[config.mk]
export PLATFORM = sky130hd
export DESIGN_NAME = fuzzy_edge_follow_speed
export DESIGN_NICKNAME = d
export VERILOG_FILES = /design/src/rtl/core/fes_pkg.sv /design/src/rtl/core/fes_fuzzify.sv /design/src/rtl/core/fes_rules.sv /design/src/rtl/core/fes_div_step.sv /design/src/rtl/core/fuzzy_edge_follow_speed.sv
export SDC_FILE = /design/constraint.sdc
export NUM_CORES = 2
export LEC_CHECK = 0
export BUFFER_PORTS_ARGS = -buffer_cell sky130_fd_sc_hd__buf_2
export CAP_MARGIN = 20
export CORE_MARGIN = 4
export CORE_UTILIZATION = 59
export CTS_CLUSTER_DIAMETER = 30
export DETAILED_ROUTE_END_ITERATION = 10
export PLACE_DENSITY = 0.89
export SLEW_MARGIN = 0
export SYNTH_ARGS = -nofsm -noshare
export SYNTH_HDL_FRONTEND = slang
export SYNTH_SLANG_ARGS = --single-unit
[constraint.sdc]
create_clock -name i_clk -period 6.5 [get_ports i_clk]
set_clock_uncertainty 0.15 [all_clocks]
set_input_delay 0.65 -clock i_clk [delete_from_list [all_inputs] [get_ports i_clk]]
set_output_delay 0.65 -clock i_clk [all_outputs]
set_load 0.01 [all_outputs]
[src/rtl/core/fes_pkg.sv]
package fes_pkg;

    localparam int DistW   = 16;
    localparam int XW      = 10;          // clamped distance, 0..999
    localparam int NumSets = 3;
    localparam int NumRules = NumSets * NumSets;
    localparam int MemW    = 16;          // Q1.15 membership, 32768 = 1.0
    localparam int OffW    = 7;           // offset into a 100 mm edge
    localparam int SumW    = 19;          // strength sums, up to 9 * 1.0
    localparam int PW      = 20;          // sum of strength * (set index + 1)
    localparam int NumW    = 26;          // 50 * PW value
    localparam int SpeedW  = 8;

    localparam logic [XW-1:0]   DistClamp    = 10'd999;
    localparam logic [MemW-1:0] QOne         = 16'd32768;
    localparam logic [SpeedW-1:0] DefaultSpeed = 8'd100;

    // Every sloped edge spans 100 mm: off * 32768 / 100 = off * 8192 / 25.
    // ceil(2^25 / 25) with the 2^13 factor folded in; exact for off < 100.
    localparam int RecipW     = 21;
    localparam int RecipShift = 12;
    localparam logic [RecipW-1:0] EdgeRecip = 21'd1342178;

    typedef logic [XW-1:0]   t_dist;
    typedef logic [MemW-1:0] t_mem;

    typedef enum logic [1:0] {
        MB_ZERO,
        MB_ONE,
        MB_EDGE
    } t_mb_kind;

    typedef enum logic [1:0] {
        SPD_SLOW,
        SPD_NORM,
        SPD_FAST
    } t_speed_set;

    typedef struct packed {
        t_dist a;
        t_dist b;
        t_dist c;
        t_dist d;
    } t_trap;

    // close, ok, far
    localparam t_trap SetTrap [NumSets] = '{
        '{10'd0,   10'd0,   10'd400,  10'd500},
        '{10'd450, 10'd550, 10'd650,  10'd750},
        '{10'd600, 10'd700, 10'd1000, 10'd1000}
    };

    // [front set][back set]
    localparam t_speed_set RuleRight [NumSets][NumSets] = '{
        '{SPD_FAST, SPD_FAST, SPD_FAST},
        '{SPD_NORM, SPD_NORM, SPD_NORM},
        '{SPD_SLOW, SPD_NORM, SPD_NORM}
    };
    localparam t_speed_set RuleLeft [NumSets][NumSets] = '{
        '{SPD_NORM, SPD_NORM, SPD_SLOW},
        '{SPD_FAST, SPD_NORM, SPD_SLOW},
        '{SPD_FAST, SPD_FAST, SPD_NORM}
    };

    typedef struct packed {
        t_mb_kind            kind;
        logic [OffW-1:0]     off;
    } t_mb_code;

    typedef struct packed {
        t_mb_code [NumSets-1:0] front;
        t_mb_code [NumSets-1:0] back;
    } t_fz;

    typedef struct packed {
        t_mem [NumSets-1:0] front;
        t_mem [NumSets-1:0] back;
    } t_mbs;

    typedef struct packed {
        t_mem [NumRules-1:0] w;
    } t_str;

    typedef struct packed {
        logic [NumSets-1:0][SumW-1:0] w;
        logic [NumSets-1:0][SumW-1:0] pl;
        logic [NumSets-1:0][SumW-1:0] pr;
    } t_row;

    typedef struct packed {
        logic [SumW-1:0] w;
        logic [PW-1:0]   pl;
        logic [PW-1:0]   pr;
    } t_tot;

    typedef struct packed {
        logic [NumW-1:0]   rem_l;
        logic [NumW-1:0]   rem_r;
        logic [SumW-1:0]   w;
        logic [SpeedW-1:0] q_l;
        logic [SpeedW-1:0] q_r;
        logic              none;
    } t_div;

    function automatic t_dist clamp_dist(input logic [DistW-1:0] v);
        t_dist r;
        if (v > DistW'(DistClamp)) begin
            r = DistClamp;
        end else begin
            r = v[XW-1:0];
        end
        return r;
    endfunction

    function automatic t_mb_code classify(input t_dist x, input t_trap s);
        t_mb_code r;
        r.kind = MB_ZERO;
        r.off  = '0;
        if (x < s.a || x > s.d) begin
            r.kind = MB_ZERO;
        end else if (x < s.b) begin
            r.kind = MB_EDGE;
            r.off  = OffW'(x - s.a);
        end else if (x <= s.c) begin
            r.kind = MB_ONE;
        end else begin
            r.kind = MB_EDGE;
            r.off  = OffW'(s.d - x);
        end
        return r;
    endfunction

    function automatic t_mem edge_value(input logic [OffW-1:0] off);
        logic [OffW+RecipW-1:0] p;
        p = (OffW+RecipW)'(off) * (OffW+RecipW)'(EdgeRecip);
        return p[RecipShift +: MemW];
    endfunction

    // strength times (set index + 1); the center is 50 times that
    function automatic logic [SumW-1:0] weigh(input t_mem w, input t_speed_set s);
        logic [SumW-1:0] r;
        case (s)
            SPD_SLOW: r = SumW'(w);
            SPD_NORM: r = SumW'(w) << 1;
            SPD_FAST: r = (SumW'(w) << 1) + SumW'(w);
            default:  r = '0;
        endcase
        return r;
    endfunction

endpackage

[src/rtl/core/fes_fuzzify.sv]
module fes_fuzzify (
    input  logic                       i_clk,
    input  logic                       i_rst_n,
    input  logic                       i_valid,
    output logic                       o_ready,
    input  logic [fes_pkg::DistW-1:0]  i_front,
    input  logic [fes_pkg::DistW-1:0]  i_back,
    output logic                       o_valid,
    input  logic                       i_ready,
    output fes_pkg::t_mbs              o_mbs
);

    logic          r_a_valid;
    fes_pkg::t_fz  r_a;
    fes_pkg::t_fz  n_a;
    logic          r_b_valid;
    fes_pkg::t_mbs r_b;
    fes_pkg::t_mbs n_b;
    logic          a_ready;
    logic          b_ready;

    assign b_ready = !r_b_valid || i_ready;
    assign a_ready = !r_a_valid || b_ready;
    assign o_ready = a_ready;

    // stage A: clamp and locate each distance on each trapezoid
    always_comb begin
        fes_pkg::t_dist f;
        fes_pkg::t_dist b;
        f = fes_pkg::clamp_dist(i_front);
        b = fes_pkg::clamp_dist(i_back);
        for (int j = 0; j < fes_pkg::NumSets; j++) begin
            n_a.front[j] = fes_pkg::classify(f, fes_pkg::SetTrap[j]);
            n_a.back[j]  = fes_pkg::classify(b, fes_pkg::SetTrap[j]);
        end
    end

    // stage B: membership values
    always_comb begin
        for (int j = 0; j < fes_pkg::NumSets; j++) begin
            case (r_a.front[j].kind)
                fes_pkg::MB_ONE:  n_b.front[j] = fes_pkg::QOne;
                fes_pkg::MB_EDGE: n_b.front[j] = fes_pkg::edge_value(r_a.front[j].off);
                default:          n_b.front[j] = '0;
            endcase
            case (r_a.back[j].kind)
                fes_pkg::MB_ONE:  n_b.back[j] = fes_pkg::QOne;
                fes_pkg::MB_EDGE: n_b.back[j] = fes_pkg::edge_value(r_a.back[j].off);
                default:          n_b.back[j] = '0;
            endcase
        end
    end

    always_ff @(posedge i_clk) begin
        if (!i_rst_n) begin
            r_a_valid <= 1'b0;
            r_b_valid <= 1'b0;
        end else begin
            if (a_ready) begin
                r_a_valid <= i_valid;
            end
            if (b_ready) begin
                r_b_valid <= r_a_valid;
            end
        end
    end

    always_ff @(posedge i_clk) begin
        if (a_ready) begin
            r_a <= n_a;
        end
        if (b_ready) begin
            r_b <= n_b;
        end
    end

    assign o_valid = r_b_valid;
    assign o_mbs   = r_b;

endmodule

[src/rtl/core/fes_rules.sv]
module fes_rules (
    input  logic           i_clk,
    input  logic           i_rst_n,
    input  logic           i_valid,
    output logic           o_ready,
    input  fes_pkg::t_mbs  i_mbs,
    output logic           o_valid,
    input  logic           i_ready,
    output fes_pkg::t_div  o_div
);

    localparam int NumStages = 4;

    logic [NumStages-1:0] r_valid;
    logic [NumStages-1:0] stage_ready;

    fes_pkg::t_str r_str;
    fes_pkg::t_str n_str;
    fes_pkg::t_row r_row;
    fes_pkg::t_row n_row;
    fes_pkg::t_tot r_tot;
    fes_pkg::t_tot n_tot;
    fes_pkg::t_div r_div;
    fes_pkg::t_div n_div;

    always_comb begin
        stage_ready[NumStages-1] = !r_valid[NumStages-1] || i_ready;
        for (int s = NumStages - 2; s >= 0; s--) begin
            stage_ready[s] = !r_valid[s] || stage_ready[s+1];
        end
    end

    assign o_ready = stage_ready[0];

    // firing strength = min(front, back)
    always_comb begin
        for (int j = 0; j < fes_pkg::NumSets; j++) begin
            for (int k = 0; k < fes_pkg::NumSets; k++) begin
                n_str.w[j*fes_pkg::NumSets+k] =
                    (i_mbs.front[j] < i_mbs.back[k]) ? i_mbs.front[j] : i_mbs.back[k];
            end
        end
    end

    // per front-set partial sums
    always_comb begin
        fes_pkg::t_mem w;
        for (int j = 0; j < fes_pkg::NumSets; j++) begin
            n_row.w[j]  = '0;
            n_row.pl[j] = '0;
            n_row.pr[j] = '0;
            for (int k = 0; k < fes_pkg::NumSets; k++) begin
                w = r_str.w[j*fes_pkg::NumSets+k];
                n_row.w[j]  = n_row.w[j] + fes_pkg::SumW'(w);
                n_row.pl[j] = n_row.pl[j] + fes_pkg::weigh(w, fes_pkg::RuleLeft[j][k]);
                n_row.pr[j] = n_row.pr[j] + fes_pkg::weigh(w, fes_pkg::RuleRight[j][k]);
            end
        end
    end

    always_comb begin
        n_tot.w  = '0;
        n_tot.pl = '0;
        n_tot.pr = '0;
        for (int j = 0; j < fes_pkg::NumSets; j++) begin
            n_tot.w  = n_tot.w + r_row.w[j];
            n_tot.pl = n_tot.pl + fes_pkg::PW'(r_row.pl[j]);
            n_tot.pr = n_tot.pr + fes_pkg::PW'(r_row.pr[j]);
        end
    end

    // numerators: 50 * p = 32p + 16p + 2p
    always_comb begin
        logic [fes_pkg::NumW-1:0] pl;
        logic [fes_pkg::NumW-1:0] pr;
        pl = fes_pkg::NumW'(r_tot.pl);
        pr = fes_pkg::NumW'(r_tot.pr);
        n_div.rem_l = (pl << 5) + (pl << 4) + (pl << 1);
        n_div.rem_r = (pr << 5) + (pr << 4) + (pr << 1);
        n_div.w     = r_tot.w;
        n_div.q_l   = '0;
        n_div.q_r   = '0;
        n_div.none  = (r_tot.w == '0);
    end

    always_ff @(posedge i_clk) begin
        if (!i_rst_n) begin
            r_valid <= '0;
        end else begin
            if (stage_ready[0]) begin
                r_valid[0] <= i_valid;
            end
            for (int s = 1; s < NumStages; s++) begin
                if (stage_ready[s]) begin
                    r_valid[s] <= r_valid[s-1];
                end
            end
        end
    end

    always_ff @(posedge i_clk) begin
        if (stage_ready[0]) begin
            r_str <= n_str;
        end
        if (stage_ready[1]) begin
            r_row <= n_row;
        end
        if (stage_ready[2]) begin
            r_tot <= n_tot;
        end
        if (stage_ready[3]) begin
            r_div <= n_div;
        end
    end

    assign o_valid = r_valid[NumStages-1];
    assign o_div   = r_div;

endmodule

[src/rtl/core/fes_div_step.sv]
// One restoring-division step: resolves quotient bit Bit of both speeds.
module fes_div_step #(
    parameter int Bit = 0
) (
    input  logic           i_clk,
    input  logic           i_rst_n,
    input  logic           i_valid,
    output logic           o_ready,
    input  fes_pkg::t_div  i_div,
    output logic           o_valid,
    input  logic           i_ready,
    output fes_pkg::t_div  o_div
);

    logic          r_valid;
    fes_pkg::t_div r_div;
    fes_pkg::t_div n_div;

    assign o_ready = !r_valid || i_ready;

    always_comb begin
        logic [fes_pkg::NumW:0] dvs;
        logic [fes_pkg::NumW:0] rl;
        logic [fes_pkg::NumW:0] rr;
        n_div = i_div;
        dvs   = (fes_pkg::NumW+1)'(i_div.w) << Bit;
        rl    = {1'b0, i_div.rem_l};
        rr    = {1'b0, i_div.rem_r};
        if (rl >= dvs) begin
            n_div.rem_l    = fes_pkg::NumW'(rl - dvs);
            n_div.q_l[Bit] = 1'b1;
        end
        if (rr >= dvs) begin
            n_div.rem_r    = fes_pkg::NumW'(rr - dvs);
            n_div.q_r[Bit] = 1'b1;
        end
    end

    always_ff @(posedge i_clk) begin
        if (!i_rst_n) begin
            r_valid <= 1'b0;
        end else if (o_ready) begin
            r_valid <= i_valid;
        end
    end

    always_ff @(posedge i_clk) begin
        if (o_ready) begin
            r_div <= n_div;
        end
    end

    assign o_valid = r_valid;
    assign o_div   = r_div;

endmodule

[src/rtl/core/fuzzy_edge_follow_speed.sv]
// Channel    Dir  Beat contents
// s_axis     in   tdata[15:0] front_distance, tdata[31:16] back_distance
// m_axis     out  tdata[7:0] left_speed, tdata[15:8] right_speed, tuser no_rule_fired
//
// One beat in per cycle unless the output stalls, one beat out per input beat; the
// stages are 2 fuzzify, 4 rule evaluation, 8 quotient-bit steps of the divider, 1 output reg.
// The divider is pipelined per quotient bit, so it takes one pair per cycle when not stalled.
// Reset clears only the stage valid bits; no state carries between beats.
// Each stage holds while full and its successor cannot take data, so bubbles collapse
// and a stalled output still lets upstream stages fill.
module fuzzy_edge_follow_speed (
    input  logic        i_clk,
    input  logic        i_rst_n,
    input  logic        i_s_axis_tvalid,
    output logic        o_s_axis_tready,
    input  logic [31:0] i_s_axis_tdata,   // front_distance, back_distance
    output logic        o_m_axis_tvalid,
    input  logic        i_m_axis_tready,
    output logic [15:0] o_m_axis_tdata,   // left_speed, right_speed
    output logic        o_m_axis_tuser    // no_rule_fired
);

    localparam int NumSteps = fes_pkg::SpeedW;

    logic          fz_valid;
    logic          fz_ready;
    fes_pkg::t_mbs fz_mbs;

    logic          div_valid [NumSteps+1];
    logic          div_ready [NumSteps+1];
    fes_pkg::t_div div_data  [NumSteps+1];

    logic                        r_out_valid;
    logic [fes_pkg::SpeedW-1:0]  r_out_left;
    logic [fes_pkg::SpeedW-1:0]  r_out_right;
    logic                        r_out_none;
    logic                        out_ready;

    fes_fuzzify u_fuzzify (
        .i_clk   (i_clk),
        .i_rst_n (i_rst_n),
        .i_valid (i_s_axis_tvalid),
        .o_ready (o_s_axis_tready),
        .i_front (i_s_axis_tdata[15:0]),
        .i_back  (i_s_axis_tdata[31:16]),
        .o_valid (fz_valid),
        .i_ready (fz_ready),
        .o_mbs   (fz_mbs)
    );

    fes_rules u_rules (
        .i_clk   (i_clk),
        .i_rst_n (i_rst_n),
        .i_valid (fz_valid),
        .o_ready (fz_ready),
        .i_mbs   (fz_mbs),
        .o_valid (div_valid[0]),
        .i_ready (div_ready[0]),
        .o_div   (div_data[0])
    );

    // quotient < 256 since every center is at most 150; MSB first
    for (genvar g = 0; g < NumSteps; g++) begin : g_div
        fes_div_step #(
            .Bit (NumSteps - 1 - g)
        ) u_step (
            .i_clk   (i_clk),
            .i_rst_n (i_rst_n),
            .i_valid (div_valid[g]),
            .o_ready (div_ready[g]),
            .i_div   (div_data[g]),
            .o_valid (div_valid[g+1]),
            .i_ready (div_ready[g+1]),
            .o_div   (div_data[g+1])
        );
    end

    assign out_ready           = !r_out_valid || i_m_axis_tready;
    assign div_ready[NumSteps] = out_ready;

    always_ff @(posedge i_clk) begin
        if (!i_rst_n) begin
            r_out_valid <= 1'b0;
        end else if (out_ready) begin
            r_out_valid <= div_valid[NumSteps];
        end
    end

    always_ff @(posedge i_clk) begin
        if (out_ready) begin
            r_out_none <= div_data[NumSteps].none;
            if (div_data[NumSteps].none) begin
                r_out_left  <= fes_pkg::DefaultSpeed;
                r_out_right <= fes_pkg::DefaultSpeed;
            end else begin
                r_out_left  <= div_data[NumSteps].q_l;
                r_out_right <= div_data[NumSteps].q_r;
            end
        end
    end

    assign o_m_axis_tvalid = r_out_valid;
    assign o_m_axis_tdata  = {r_out_right, r_out_left};
    assign o_m_axis_tuser  = r_out_none;

endmodule

=== Word-level counts from Yosys, hierarchy flattened ===
Index checks and enable logic that the tools add are counted.

* Bits in registers: 1205
* Input bits: 36
* Output and inout port bits: 19
* Word-level logic and storage cells: 343

* Multipliers: 6
* Multiplexer cells: 49
* Add/sub/neg operators: 58
* Equal/unequal tests: 12
* Magnitude comparators: 49
* Reduce and logical (&&, ||, !) cells: 43

{| class="wikitable"
|+ Operators with widths
! cell !! count
|-
| 26-bit 2-to-1 mux || 14
|-
| 16-bit case mux with 2 select lines || 6
|-
| 7-bit by 20-bit multiplier with 27-bit output, second input constant || 6
|-
| 16-bit less-than comparator || 9
|-
| 16-bit 2-to-1 mux || 9
|-
| 17-bit by 16-bit adder with 18-bit output || 6
|-
| 19-bit by 16-bit adder with 19-bit output || 5
|-
| 19-bit adder || 5
|-
| 19-bit by 17-bit adder with 19-bit output || 4
|-
| 10-bit less-than comparator, second input constant || 6
|-
| 9-bit 2-to-1 mux || 6
|-
| 25-bit by 24-bit adder with 26-bit output || 2
|-
| 26-bit by 21-bit adder with 26-bit output || 2
|-
| 26-bit by 19-bit greater-or-equal comparator with 1-bit output || 2
|-
| 26-bit by 20-bit greater-or-equal comparator with 1-bit output || 2
|-
| 26-bit by 21-bit greater-or-equal comparator with 1-bit output || 2
|-
| 26-bit by 22-bit greater-or-equal comparator with 1-bit output || 2
|-
| 26-bit by 23-bit greater-or-equal comparator with 1-bit output || 2
|-
| 26-bit by 24-bit greater-or-equal comparator with 1-bit output || 2
|-
| 26-bit by 25-bit greater-or-equal comparator with 1-bit output || 2
|-
| 26-bit greater-or-equal comparator || 2
|-
| 26-bit by 20-bit subtractor with 26-bit output || 2
|-
| 26-bit by 21-bit subtractor with 26-bit output || 2
|-
| 26-bit by 22-bit subtractor with 26-bit output || 2
|-
| 27 further kinds || 115
|}

=== Depth between registers and ports, before layout ===
* Word-level depth: 16
* Mapped depth: 23
* Mapped depth without buffers: 23

=== Cells and area by module ===
Synthesis repeated with hierarchy kept, for this count alone.

* Cell total of the unflattened synthesis: 8964
* Area, all modules: 99098.8 µm²

{| class="wikitable"
|+ Modules (own cells, without submodules)
! module !! seq. area each (µm²) !! times used !! cells each !! area an instance (µm²)
|-
| fes_rules || 13232.7 || 1 || 3167 || 36983.0
|-
| fes_fuzzify || 4544.4 || 1 || 1797 || 18311.3
|-
| fes_div_step (g_div[7].u_step) || 2662.6 || 1 || 532 || 5671.7
|-
| fes_div_step (g_div[3].u_step) || 2662.6 || 1 || 517 || 5541.6
|-
| fes_div_step (g_div[5].u_step) || 2662.6 || 1 || 485 || 5500.3
|-
| fes_div_step (g_div[4].u_step) || 2662.6 || 1 || 481 || 5441.5
|-
| fes_div_step (g_div[6].u_step) || 2662.6 || 1 || 504 || 5351.4
|-
| fes_div_step (g_div[1].u_step) || 2662.6 || 1 || 499 || 5273.8
|-
| fes_div_step (g_div[2].u_step) || 2662.6 || 1 || 481 || 5256.3
|-
| fes_div_step (g_div[0].u_step) || 2662.6 || 1 || 463 || 5101.1
|-
| fuzzy_edge_follow_speed || 530.5 || 1 || 38 || 666.9
|}

=== Least setup slack after synthesis ===
No wires, ideal clock.

* Kind: input to register
* Start point: in i_m_axis_tready
* End point: reg u_rules.r_row[0] in the netlist's numbering, enable pin
* Cell stages on the path: 9
* Data required time: 5094 ps
* Setup time: 1256 ps
* Arrival time: 4711 ps
* Buffers on the path: 1
* Slack: 383 ps
* Cell sequence: nor2b_1 -> and2_1 -> inv_1 -> nor2_1 -> and2_1 -> and3_1 -> clkbuf_1 -> and4_1 -> nand2_1

* Word-level cells in the longest chain between the ends: 12

{| class="wikitable"
|+ Ends and longest elaborated chain
! element !! line !! text
|-
| start: declaration || fuzzy_edge_follow_speed.sv:18 || <nowiki>input logic i_m_axis_tready,</nowiki>
|-
| 1-bit logical OR || fuzzy_edge_follow_speed.sv:78 || <nowiki>assign out_ready = !r_out_valid || i_m_axis_tready;</nowiki>
|-
| 1-bit logical OR || fes_div_step.sv:19 || <nowiki>assign o_ready = !r_valid || i_ready;</nowiki>
|-
| named net g_div[6].u_step.i_ready || fes_div_step.sv:11 || <nowiki>input logic i_ready,</nowiki>
|-
| 1-bit logical OR (7 in series) || fes_div_step.sv:19 ||
|-
| 1-bit logical OR || fes_rules.sv:27 || <nowiki>stage_ready[NumStages-1] = !r_valid[NumStages-1] || i_ready;</nowiki>
|-
| 1-bit logical OR (2 in series) || fes_rules.sv:29 || <nowiki>stage_ready[s] = !r_valid[s] || stage_ready[s+1];</nowiki>
|-
| named net u_rules.stage_ready[1] || fes_rules.sv:15 || <nowiki>logic [NumStages-1:0] stage_ready;</nowiki>
|-
| end signal: assignment || fes_rules.sv:106 || <nowiki>r_row <= n_row;</nowiki>
|-
| end: declaration || fes_rules.sv:19 || <nowiki>fes_pkg::t_row r_row;</nowiki>
|}

The timed path passes the listed nets, and every way through them passes these cells.
A chain may end at the register's enable or synchronous reset.

==> flow_metrics.py <==
metrics = {
    "outcome": {
        "status": "completed",
    },
    "synth": {
        "synth_edf_count": 1151,
        "muxShareOfSynthArea_pct": 1.38,
        "yosys_warnings": 0,
        "synth_compound_area_share_pct": 14.2,
        "avgSynthCellArea_sq_um": 10.3,
        "synth_fa_ha_area_share_pct": 23.2,
        "yosysSeqAreaShare_pct": 37.2,
        "synthArstFlopShare_pct": 0,
        "synth_top_family_by_area": "adder cells",
        "synthXorXnorAreaFrac_pct": 5.74,
        "ys_seq_elements": 1166,
        "syn_area_sq_mm": 0.0937,
        "syn_inst": 9119,
        "yosys_most_used_dff": "edfxtp_1",
        "yosys.area_share.simple_pct": 13.5,
        "ys_types": 94,
        "syn_nets": 10700,
    },
    "final_layout": {
        "fin_util_pct": 66.9,
        "drive_above_1_share_pct": 8.54,
        "area_growth_pct": 12.0,
        "fillers": 11100,
        "fin_nets": 10800,
        "fin_cells": 11500,
    },
    "min_path": {
        "hold_start": "i_s_axis_tdata[1]",
        "hp-class": "input pin to register",
    },
    "critical_path": {
        "cp-start-kind": "register",
        "required_ns": 6.91,
        "criticalPathCategory": "register to register",
        "crit_chain": "ha_1, inv_1, fa_1, nor2b_1, o21ai_0, a21boi_0, o21ai_0, a21boi_0, o21ai_0, a21oi_1, o41ai_2, or4b_2, o211ai_1, fa_1, inv_1, ha_1, inv_1, nor2_1, nor2_1, o21ai_0, a211oi_1, o21bai_1, xnor2_1",
        "cpMaxStageDelayCell": "or4b_2",
        "cp_common_cell": "o21ai_0",
        "worstSetupStartpoint": "u_rules.r_str[17]$_DFFE_PP_",
        "crit_arrival_ns": 6.43,
        "crit_family": "compound AO/OA/AOI/OAI gates",
        "worst-path-max-fanout": 7,
        "endpoint_kind": "register",
        "slowest_delay_ns": 0.63,
        "rr_startpoint": "u_rules.r_str[17]$_DFFE_PP_",
        "critPathBufInv": 3,
    },
    "clock_network": {
        "clkSlewWorstSetupHoldPaths_ns": 0.05,
        "cts_buffer_depth": 3,
        "cts.htree.levels": 4,
        "root_buffer": "clkbuf_16",
        "post_cts_buffers": 0,
        "clk-insertion-delay-late_ns": 0.91,
        "cts_tree": "built",
        "cts.sinks": 1166,
        "cts_buffers": 238,
    },
    "die": {
        "core_area_sq_mm": 0.157,
        "start_util_pct": 59.7,
        "io_pins": 55,
        "std_cell_rows": 145,
        "die-height_um": 406,
        "dieArea_sq_mm": 0.165,
        "fp.dieW_um": 406,
    },
    "place": {
        "dp_hpwl_mm": 201,
        "place_inst": 11100,
        "portBuffers": 54,
        "gp_congestion": 0.994,
    },
    "global_route": {
        "antenna_found_initial": 5,
        "grt_use_total_pct": 32.0,
        "grt_max_degree": 83,
        "grt_first_pass_wirelength_mm": 411,
        "grt_pass1_vias": 73800,
        "overflow": 0,
    },
    "drt": {
        "first_pass_iters": 9,
        "wirelength_mm": 267,
        "route.detailed.drc": 0,
        "vias": 73900,
        "vias_per_cell": 6.41,
        "antenna_left": 0,
        "wl_per_cell_um": 23.2,
        "drtIter0Drc": 7689,
    },
    "timing": {
        "slew_headroom_pct": 20.4,
        "slew_violations": 0,
        "fmax_mhz": 166,
        "fin_crit_ns": 6.02,
        "grt_setup_unrepaired": "no",
        "hold_viol_final": 0,
        "setup_viol_count_final": 0,
        "worstMarginPinSlew_ns": 1.19,
        "tns_ns": 0,
        "period_share_pct": 92.6,
    },
    "pwr": {
        "p_per_area_mw_per_mm2": 306,
        "p_leak_nw": 47.9,
        "ir_drop_mv": 0.327,
        "power.total_mw": 32.1,
    },
    "flow_run": {
        "maxCapViolations": 0,
    },
}
-- report_power, final --
| part | total, mW | internal (mW) | switching (mW) |
|---|---|---|---|
| clock network | 12.6 | 8.01 | 4.61 |
| logic | 8.83 | 3.65 | 5.17 |
| registers | 10.7 | 9.90 | 0.778 |
| total | 32.1 | 21.6 | 10.6 |
-- state kept, by name, summed over array words and instances (netlist names) --
name	count
u_rules.o_div	70
u_rules.r_valid	4
u_rules.r_str	144
o_m_axis_tuser	1
u_rules.n_div	19
g_div.u_step.o_div	563
u_rules.r_tot	40
u_fuzzify.r_a	54
u_fuzzify.o_valid	1
r_out_right	8
o_m_axis_tvalid	1
u_rules.r_row	148
u_fuzzify.r_a_valid	1
r_out_left	8
g_div.u_step.o_valid	8
u_fuzzify.o_mbs	96
-- routing by layer --
metal,GRT usage (%),vias to the layer above,wire length [um]
met3,5.94,1179,20900
met5,0,-,13
li1,-,33600,-
met4,23.1,2,23100
met1,36.5,35300,95700
met2,53.9,3806,128000
-- per-stage QoR --
| stage | hold WS, ns | instance area (sq um) | setup slack, ns |
|---|---|---|---|
| 6_report | 0.129 | 105000 | 0.484 |
| 5_1_grt | 0.120 | 105000 | 0.0261 |
| 4_1_cts | 0.0519 | 105000 | 0.480 |
| 3_5_place_dp | 0.256 | 96300 | 0.495 |
| 3_3_place_gp | 0.251 | 96200 | 0.763 |
| 2_1_floorplan | 0.250 | 93700 | 0.383 |
-- cells in the mapped netlist (59+ instances only) --
cell / instances / area share, %
ha_1: 1233 / 16
edfxtp_1: 1151 / 37
inv_1: 918 / 3.7
nor2_1: 575 / 2.3
nand2_1: 550 / 2.2
a21oi_1: 547 / 2.9
xnor2_1: 393 / 3.7
o21ai_0: 361 / 1.9
fa_1: 317 / 6.8
nand3_1: 304 / 1.6
nor3_1: 263 / 1.4
a21o_1: 223 / 1.8
xor2_1: 221 / 2.1
clkbuf_1: 219 / 0.88
nand2b_1: 165 / 1.1
nor2b_1: 129 / 0.86
a311o_1: 99 / 1.1
mux2_2: 96 / 1.2
o211ai_1: 93 / 0.75
o21a_1: 88 / 0.71
and2_1: 83 / 0.55
or3_1: 65 / 0.43
a211oi_1: 61 / 0.49
and3_1: 59 / 0.39
-- path summary, 6_finish.rpt --
check	endpoint	slack, ns	cells after the start
worst max-delay path	u_rules.r_row[18]$_DFFE_PP_	0.48	23
worst min register to register	g_div[0].u_step.o_div[64]$_DFFE_PP_	0.26	0
worst min-delay path	u_fuzzify.r_a[46]$_SDFFCE_PP0P_	0.13	3
worst max register to register	u_rules.r_row[18]$_DFFE_PP_	0.48	23
-- cells in the final DEF (no fill, tap or decap), types with 238 or more instances in the layout --
cell type,instances
inv_1,912
edfxtp_1,1151
nand3_1,302
nor2_1,575
xnor2_1,393
clkbuf_16,238
o21ai_0,358
ha_1,1233
a21oi_1,547
nor3_1,263
nand2_1,545
fa_1,317
-- worst min-delay path: cells and delay by family --
kind                   cells  cell delay [ns]
buffers and inverters      1             0.12
and+or+nand+nor            2             0.23
-- area by class of cell --
class / count / area (sq um) / share of cell area (%)
Clock buffer: 261 / 6050 / 5.77
Antenna cell: 4 / 10.0 / 0.00954
Sequential cell: 1166 / 34900 / 33.2
Inverter: 922 / 3470 / 3.30
Multi-Input combinational cell: 6779 / 54500 / 51.9
Tap cell: 2058 / 2570 / 2.45
Timing Repair Buffer: 141 / 1030 / 0.981
Clock inverter: 192 / 2420 / 2.31
-- cells by family (layout without fill, tap and decap cells) --
logic type,count (synthesis),after routing
AOI/OAI and AO/OA,1988,1988
DFF,1166,1166
other,0,4
adders and majority gates,1550,1550
buffers and inverters,1174,1516
and+or+nand+nor,2511,2511
xor gates and xnor gates,614,614
muxes,116,116
-- repair_timing --
| action | CTS | global route |
|---|---|---|
| hold endpoints to repair | 4 | 0 |
| setup endpoints to repair | 0 | 2 |
| gates resized for setup | 0 | 1 |
| hold buffers | 4 | 0 |
No activity file was read; power rests on OpenSTA's default activity.
